$ cat config.mk
export PLATFORM = sky130hd
export DESIGN_NAME = tool_alias_table_engine
export DESIGN_NICKNAME = d
export VERILOG_FILES = /design/src/sv/tate_pkg.sv /design/src/sv/tool_alias_table_engine.sv
export SDC_FILE = /design/constraint.sdc
export NUM_CORES = 1
export LEC_CHECK = 0
export BUFFER_PORTS_ARGS = -buffer_cell sky130_fd_sc_hd__buf_2
export CORE_MARGIN = 8
export CORE_UTILIZATION = 45
export DETAILED_ROUTE_END_ITERATION = 7
export PLACE_DENSITY = 0.72
export SLEW_MARGIN = 20
export SYNTH_ARGS = -nofsm -noshare
export SYNTH_HDL_FRONTEND = slang
export SYNTH_SLANG_ARGS = --single-unit
$ cat constraint.sdc
create_clock -name clk -period 11.7 [get_ports clk]
set_clock_uncertainty 0.05 [all_clocks]
set_input_delay 0.585 -clock clk [delete_from_list [all_inputs] [get_ports clk]]
set_output_delay 0.585 -clock clk [all_outputs]
set_load 0.02 [all_outputs]
$ cat src/sv/tate_pkg.sv
// Shared types and constants for the tool alias table engine.
package tate_pkg;

	localparam int MAX_TOOLS_DEF = 16;
	localparam logic [4:0] MAG_SIZE_RESET = 5'd12;

	localparam logic [1:0] MODE_WRITE  = 2'd0;
	localparam logic [1:0] MODE_QUERY  = 2'd1;
	localparam logic [1:0] MODE_VERIFY = 2'd2;

	localparam logic [1:0] ST_OK     = 2'd0;
	localparam logic [1:0] ST_ALIAS  = 2'd1;
	localparam logic [1:0] ST_BROKEN = 2'd2;
	localparam logic [1:0] ST_BAD    = 2'd3;

	typedef struct packed {
		logic [1:0]  mode;
		logic [3:0]  entry_index;
		logic [4:0]  entry_position;
		logic [7:0]  entry_family;
		logic        entry_unusable;
		logic [15:0] entry_length;
		logic [7:0]  entry_size_class;
		logic [3:0]  entry_lube;
		logic [4:0]  query_tool;
		logic [15:0] use_mask;
	} tate_in_t;

	typedef struct packed {
		logic [1:0]  status;
		logic [4:0]  tool_out;
		logic [15:0] length_out;
		logic [7:0]  size_class_out;
		logic [3:0]  lube_out;
		logic [15:0] broken_mask;
	} tate_out_t;

	typedef struct packed {
		logic [4:0]  position;
		logic [7:0]  family;
		logic        unusable;
		logic [15:0] length;
		logic [7:0]  size_class;
		logic [3:0]  lube;
	} tate_entry_t;

	typedef enum logic [2:0] {
		S_IDLE,
		S_VSEL,
		S_SELF,
		S_SCAN,
		S_DONE
	} tate_state_t;

endpackage

$ cat src/sv/tool_alias_table_engine.sv
// Tool alias table engine: tool table memory, alias search sequencer and output register.
//
// The tool table sits in one synchronous memory with a single read port (one entry per
// cycle, data in the next cycle); per-entry valid bits cleared by reset make every entry
// read as zero until written, so no clearing pass is needed. A write item or a bad tool
// number goes straight to the completion state; a next-tool query reads its own entry
// and, for an unusable tool with a family, scans up to places entries for an alias,
// where places is min(magazine_size, MAX_TOOLS). A verify item visits each of the first
// min(16, places) tools in turn, and a used tool gets its own read and the alias scan.
// One item is in work at a time; a finished result waits in the output register while
// the next item is taken. The user must write magazine_size only while the block is
// idle; the block itself does not enforce this.
module tool_alias_table_engine import tate_pkg::*; #(
	parameter int MAX_TOOLS = MAX_TOOLS_DEF
) (
	input  logic      clk,
	input  logic      arst_n,
	input  logic      in_valid,
	output logic      in_ready,
	input  tate_in_t  in_data,
	output logic      out_valid,
	input  logic      out_ready,
	output tate_out_t out_data,
	input  logic      cfg_we,
	input  logic [4:0] cfg_wdata
);

	localparam int AW   = $clog2(MAX_TOOLS);
	localparam int NW   = $clog2(MAX_TOOLS + 1);
	localparam int VLIM = (MAX_TOOLS < 16) ? MAX_TOOLS : 16;
	localparam int VCW  = $clog2(VLIM + 1);

	tate_state_t state_q, state_d;

	logic [4:0]    mag_q;
	logic [NW-1:0] places;

	tate_entry_t mem [MAX_TOOLS];
	logic [MAX_TOOLS-1:0] vld_q;
	tate_entry_t rd_ent_s1;
	logic        rd_vld_s1;
	tate_entry_t ent;
	logic [AW-1:0] rd_addr;
	logic        mem_we;

	logic        pend_s1, pend_d;
	logic [1:0]  mode_q, mode_d;
	logic [15:0] use_q, use_d;
	logic [15:0] mask_q, mask_d;
	logic [7:0]  fam_q, fam_d;
	logic [VCW-1:0] i_q, i_d;
	logic [NW-1:0]  j_q, j_d;
	tate_out_t   res_q, res_d;
	tate_out_t   out_q;
	logic        out_valid_q;
	logic        load_out;
	logic        in_fire;
	logic        found;
	logic        fin_ok, fin_broken;

	assign in_ready  = (state_q == S_IDLE);
	assign in_fire   = in_valid && in_ready;
	assign out_valid = out_valid_q;
	assign out_data  = out_q;
	assign ent       = rd_vld_s1 ? rd_ent_s1 : '0;
	assign found     = pend_s1 && (ent.family == fam_q) && !ent.unusable;

	always_comb begin
		if (int'(mag_q) >= MAX_TOOLS) begin
			places = NW'(MAX_TOOLS);
		end else begin
			places = NW'(mag_q);
		end
	end

	always_comb begin
		state_d    = state_q;
		res_d      = res_q;
		mode_d     = mode_q;
		use_d      = use_q;
		mask_d     = mask_q;
		fam_d      = fam_q;
		i_d        = i_q;
		j_d        = j_q;
		pend_d     = 1'b0;
		rd_addr    = AW'(j_q);
		mem_we     = 1'b0;
		load_out   = 1'b0;
		fin_ok     = 1'b0;
		fin_broken = 1'b0;
		case (state_q)
			S_IDLE: begin
				if (in_fire) begin
					mode_d = in_data.mode;
					use_d  = in_data.use_mask;
					mask_d = '0;
					i_d    = '0;
					res_d  = '0;
					case (in_data.mode)
						MODE_WRITE: begin
							mem_we  = (int'(in_data.entry_index) < MAX_TOOLS);
							state_d = S_DONE;
						end
						MODE_QUERY: begin
							res_d.tool_out = in_data.query_tool;
							if (in_data.query_tool == 5'd0 ||
							    int'(in_data.query_tool) > MAX_TOOLS) begin
								res_d.status = ST_BAD;
								state_d      = S_DONE;
							end else if (int'(in_data.query_tool) > int'(places)) begin
								res_d.status = ST_OK;
								state_d      = S_DONE;
							end else begin
								rd_addr = AW'(in_data.query_tool - 5'd1);
								state_d = S_SELF;
							end
						end
						MODE_VERIFY: begin
							state_d = S_VSEL;
						end
						default: begin
							state_d = S_DONE;
						end
					endcase
				end
			end
			S_VSEL: begin
				if (int'(i_q) >= VLIM || int'(i_q) >= int'(places)) begin
					res_d.broken_mask = mask_q;
					state_d           = S_DONE;
				end else if (use_q[4'(i_q)]) begin
					rd_addr = AW'(i_q);
					state_d = S_SELF;
				end else begin
					i_d = i_q + 1'b1;
				end
			end
			S_SELF: begin
				if (!ent.unusable) begin
					fin_ok = 1'b1;
				end else if (ent.family == 8'd0) begin
					fin_broken = 1'b1;
				end else begin
					fam_d   = ent.family;
					rd_addr = '0;
					j_d     = NW'(1);
					pend_d  = 1'b1;
					state_d = S_SCAN;
				end
			end
			S_SCAN: begin
				if (found) begin
					if (mode_q == MODE_QUERY && ent.position == 5'd0) begin
						fin_broken = 1'b1;
					end else begin
						if (mode_q == MODE_QUERY) begin
							res_d.status         = ST_ALIAS;
							res_d.tool_out       = ent.position;
							res_d.length_out     = ent.length;
							res_d.size_class_out = ent.size_class;
							res_d.lube_out       = ent.lube;
						end
						fin_ok = 1'b1;
					end
				end else if (!pend_s1) begin
					fin_broken = 1'b1;
				end else if (j_q < places) begin
					pend_d = 1'b1;
					j_d    = j_q + 1'b1;
				end
			end
			S_DONE: begin
				if (!out_valid_q || out_ready) begin
					load_out = 1'b1;
					state_d  = S_IDLE;
				end
			end
			default: begin
				state_d = S_IDLE;
			end
		endcase
		if (fin_broken) begin
			if (mode_q == MODE_QUERY) begin
				res_d.status = ST_BROKEN;
				state_d      = S_DONE;
			end else begin
				mask_d  = mask_q | (16'd1 << i_q);
				i_d     = i_q + 1'b1;
				state_d = S_VSEL;
			end
		end
		if (fin_ok) begin
			if (mode_q == MODE_QUERY) begin
				state_d = S_DONE;
			end else begin
				i_d     = i_q + 1'b1;
				state_d = S_VSEL;
			end
		end
	end

	always_ff @(posedge clk or negedge arst_n) begin
		if (!arst_n) begin
			state_q     <= S_IDLE;
			mag_q       <= MAG_SIZE_RESET;
			vld_q       <= '0;
			pend_s1     <= 1'b0;
			out_valid_q <= 1'b0;
		end else begin
			state_q <= state_d;
			pend_s1 <= pend_d;
			if (cfg_we) begin
				mag_q <= cfg_wdata;
			end
			if (mem_we) begin
				vld_q[AW'(in_data.entry_index)] <= 1'b1;
			end
			if (load_out) begin
				out_valid_q <= 1'b1;
			end else if (out_ready) begin
				out_valid_q <= 1'b0;
			end
		end
	end

	always_ff @(posedge clk) begin
		if (mem_we) begin
			mem[AW'(in_data.entry_index)] <= '{
				position:   in_data.entry_position,
				family:     in_data.entry_family,
				unusable:   in_data.entry_unusable,
				length:     in_data.entry_length,
				size_class: in_data.entry_size_class,
				lube:       in_data.entry_lube
			};
		end
		rd_ent_s1 <= mem[rd_addr];
		rd_vld_s1 <= vld_q[rd_addr];
	end

	always_ff @(posedge clk) begin
		res_q  <= res_d;
		mode_q <= mode_d;
		use_q  <= use_d;
		mask_q <= mask_d;
		fam_q  <= fam_d;
		i_q    <= i_d;
		j_q    <= j_d;
		if (load_out) begin
			out_q <= res_q;
		end
	end

	a_load_from_done: assert property (@(posedge clk) disable iff (!arst_n)
		load_out |-> (state_q == S_DONE))
		else $error("result loaded outside completion state");

	a_pend_in_scan: assert property (@(posedge clk) disable iff (!arst_n)
		pend_s1 |-> (state_q == S_SCAN))
		else $error("scan read pending outside scan state");

	a_alias_has_pos: assert property (@(posedge clk) disable iff (!arst_n)
		(out_valid && out_data.status == ST_ALIAS) |-> (out_data.tool_out != 5'd0))
		else $error("alias reported with position zero");

	a_scan_one_query: assert property (@(posedge clk) disable iff (!arst_n)
		(state_q == S_SCAN) |-> (mode_q == MODE_QUERY || mode_q == MODE_VERIFY))
		else $error("alias scan for a mode without lookups");

endmodule
==> results_dict.tcl <==
set metrics [dict create \
    timing.final.max_slew_violations 0 \
    nFillCells 5826 \
    fraction_of_layout_cells_with_a_size_suffix_above_1_pct 17.08 \
    worst-endpoint-required_ns 12.15 \
    drt.antenna.violating_nets 0 \
    clock_edge_transition_at_the_registers_on_the_reported_setup_and_hold_paths_ns 0.06 \
    synthCells 1929 \
    grt_pass1_vias 17700 \
    power.clock.fraction_pct 33.1 \
    internal_power_mw 6.206 \
    worstSkewPairLatency_ns 0.65 \
    mappedNetlistNets 2030 \
    synth_cell_types 69 \
    max_slew.worst_pin.slew_ns 1.094 \
    peakVddDrop_uv 211.4 \
    tritoncts.num_buffers 86 \
    status "complete, no violations" \
    finalPower_mw 8.695 \
    gpl.final_weighted_congestion 0.9006 \
    cts_buffer_depth 3 \
    rsz_0062_raised_after_global_routing "no" \
    antenna_found_initial 12 \
    detail_route.wirelength_um 76790 \
    worst_slack_ns 6.255 \
    grt_use_total_pct 17.48 \
    utilization_pct 52.05 \
    synth_top_cells_by_count "sky130_fd_sc_hd__edfxtp_1 (803), sky130_fd_sc_hd__mux2i_1 (348), sky130_fd_sc_hd__o22ai_1 (176)" \
    initial_core_util_pct 45.56 \
    netlist_top_cells_area "sky130_fd_sc_hd__edfxtp_1 (71%), sky130_fd_sc_hd__mux2i_1 (10%), sky130_fd_sc_hd__dfxtp_1 (3.9%), sky130_fd_sc_hd__o22ai_1 (3.2%), sky130_fd_sc_hd__dfrtp_1 (1.8%)" \
    seqCellArea_sq_um 26090 \
    combinationalPowerShare_pct 21.3 \
    place.detailed.hpwl_um 39440 \
    cts_tree "done" \
    multi_input_comb_area_sq_um 7525 \
    yosys_register_bits 895 \
    final-setup-viol-count 0 \
    core-area_sq_um 74570 \
    grt_max_degree 145 \
    synth_enable_flop_cells 803 \
    seq_area_frac_synth_pct 76.79 \
    die_height_um 290.8 \
    postSynth.asyncResetShare_pct 2.905 \
    place_ws_ns 6.468 \
    vias_per_cell 5.780 \
    netlist.top_cell.by_area "sky130_fd_sc_hd__edfxtp_1" \
    stdcell_count 3133 \
    grt_remaining_overflow 0 \
    crit_path_start_kind "flip-flop" \
    grt_pass1_wl_um 112600 \
    num-nets-final 2189 \
    place.port_buffers 131 \
    timing.critical_path.arrival_ns 5.90 \
    die_area_sq_um 84540 \
    fmaxAchievable_mhz 183.6 \
    h-tree-depth 3 \
    area_share_of_the_largest_cell_type_after_synthesis_pct 70.98 \
    hold_violations 0 \
    critPathMaxFanout 144 \
    maxSlewHeadroom_pct 27.06 \
    holdCritPathClass "primary input to flip-flop" \
    synthesis.area_sq_um 33970 \
    seq_power_share_pct 45.5 \
    vias 18110 \
    routedWlPerCell_um 24.51 \
    numPlacedInstances 2968 \
    worstSetupPathType "flip-flop to flip-flop" \
    timing.setup.tns_ns 0 \
    area_growth_syn_to_layout_pct 14.25 \
    timing.critical_path.to_type "flip-flop" \
    detailedRoute.firstPassIterationCount 5 \
    ys_warn_count 0 \
    postSynthAreaPerCell_sq_um 17.61 \
    maxCapViolations 0 \
    ctsRootBufferMaster "sky130_fd_sc_hd__clkbuf_16" \
    net-switching-power_mw 2.490 \
    cts_sinks 895 \
    static-leakage-power_nw 13.24 \
    synthMostInstantiatedCell "sky130_fd_sc_hd__edfxtp_1" \
    share_of_the_clock_period_used_by_the_worst_path_after_layout_pct 46.54 \
    layout_min_cycle_time_ns 5.445 \
    drt_drc_violations_left 0 \
    pin_count 132 \
    power_density_nw_per_um2 224.0 \
    synth_top_flop_cell "sky130_fd_sc_hd__edfxtp_1" \
    rows 100 \
    chip_width_um 290.8 \
    power_switching_share_pct 28.63 \
    drt_iter0_markers 1773 \
]
[repair_timing]
item,in CTS,in global routing
hold buffers,1,0
resized for setup,0,0
endpoints found under the hold margin,24,0
setup buffers,0,0
[sequential cells by signal, indices dropped and copies added (netlist names)]
| name | flops |
|---|---|
| mem | 672 |
| out_data | 51 |
| res_q | 51 |
| rd_ent_s1 | 42 |
| mask_q | 16 |
| use_q | 16 |
| vld_q | 16 |
| fam_q | 8 |
| i_q | 5 |
| j_q | 5 |
| mag_q | 5 |
| state_q | 3 |
| mode_q | 2 |
| out_valid | 1 |
| pend_s1 | 1 |
| rd_vld_s1 | 1 |
[worst max-delay path: stages, from the launching register on]
cell	delay, ns
sky130_fd_sc_hd__dfxtp_1	0.75
sky130_fd_sc_hd__ha_1	0.36
sky130_fd_sc_hd__a211oi_1	0.26
sky130_fd_sc_hd__o221ai_1	0.25
sky130_fd_sc_hd__nor3_1	0.48
sky130_fd_sc_hd__nand3b_1	0.22
sky130_fd_sc_hd__o221ai_4	0.12
sky130_fd_sc_hd__buf_12	0.69
sky130_fd_sc_hd__buf_12	0.74
sky130_fd_sc_hd__mux2i_1	0.28
sky130_fd_sc_hd__o22ai_1	0.10
sky130_fd_sc_hd__or4_1	0.55
[cell families (layout without fill, tap and decap cells)]
logic type	count (synthesis)	after routing	share of synthesized area (%)
AOI/OAI and AO/OA	266	266	5.167
xor gates and xnor gates	11	11	0.2836
adders and majority gates	22	22	0.8103
buffers and inverters	105	337	1.598
DFF	895	895	76.79
muxes	361	361	10.75
other	0	3	0
and+or+nand+nor	269	269	4.597
[metal layers]
metal  GRT usage [%]  part of all wire [%]  vias to the layer above
met2           28.15                    47                      823
met4           4.774                   2.4                       10
met5               0                 0.085                        -
met1           23.86                    42                     9119
li1                -                     -                     7986
met3           3.986                   8.5                      172
[through the flow]
stage	instance area [sq um]	hold WS (ns)
finish	38810	0.07311
global placement	35780	0.3518
detailed placement	35780	0.3545
CTS	38800	0.03783
floorplan	33970	0.2394
global route	38810	0.03547
[path summary, 6_finish.rpt]
check / start / to / slack, ns / cells after the start
max: i_q[2] / rd_ent_s1[8] / 6.25 / 11
min: in_data[12] / use_q[12] / 0.07 / 1
max reg2reg: i_q[2] / rd_ent_s1[8] / 6.25 / 11
min reg2reg: res_q[15] / out_data[15] / 0.37 / 0
max in group asynchronous: arst_n / vld_q[0] / 10.65 / 2
min in group asynchronous: arst_n / state_q[2] / 0.51 / 2
[power groups by stage]
stage	Clock [mW]	Sequential [mW]	Combinational [mW]
final	2.88	3.96	1.85
after global routing	3.05	3.98	1.97
after CTS	2.93	3.96	1.85
after detailed placement	0	4.02	1.84
after global placement	0	4.01	1.80
after floorplan	0	4.00	1.29
[final cells by class]
type	instances	area share [%]
Multi-Input combinational cell	929	19.39
Timing Repair Buffer	162	2.360
Inverter	14	0.1354
Clock inverter	56	1.834
Clock buffer	105	5.922
Tap cell	969	3.124
Sequential cell	895	67.22
Antenna cell	3	0.01934
[cells in the final DEF (no fill, tap or decap), types with 6 or more instances in the layout]
| cell | instances |
|---|---|
| sky130_fd_sc_hd__clkinv_2 | 9 |
| sky130_fd_sc_hd__o22ai_1 | 176 |
| sky130_fd_sc_hd__nor2_1 | 36 |
| sky130_fd_sc_hd__ha_1 | 22 |
| sky130_fd_sc_hd__a21oi_1 | 18 |
| sky130_fd_sc_hd__clkbuf_16 | 87 |
| sky130_fd_sc_hd__inv_1 | 12 |
| sky130_fd_sc_hd__or4_1 | 45 |
| sky130_fd_sc_hd__mux2_2 | 9 |
| sky130_fd_sc_hd__bufinv_16 | 12 |
| sky130_fd_sc_hd__a31oi_1 | 9 |
| sky130_fd_sc_hd__nand3_1 | 8 |
| sky130_fd_sc_hd__and2_1 | 54 |
| sky130_fd_sc_hd__clkbuf_1 | 12 |
| sky130_fd_sc_hd__xnor2_1 | 7 |
| sky130_fd_sc_hd__nand2b_1 | 6 |
| sky130_fd_sc_hd__buf_2 | 131 |
| sky130_fd_sc_hd__nand2_1 | 28 |
| sky130_fd_sc_hd__and3_1 | 6 |
| sky130_fd_sc_hd__or2_2 | 17 |
| sky130_fd_sc_hd__nor2_4 | 14 |
| sky130_fd_sc_hd__edfxtp_1 | 803 |
| sky130_fd_sc_hd__clkinvlp_4 | 10 |
| sky130_fd_sc_hd__mux2i_1 | 348 |
| sky130_fd_sc_hd__nor3_1 | 7 |
| sky130_fd_sc_hd__buf_4 | 28 |
| sky130_fd_sc_hd__dfxtp_1 | 66 |
| sky130_fd_sc_hd__nor2b_1 | 7 |
| sky130_fd_sc_hd__dfrtp_1 | 24 |
| sky130_fd_sc_hd__clkinv_1 | 14 |
| sky130_fd_sc_hd__o21ai_0 | 21 |
Note: power is estimated with default switching activity, not from simulation.
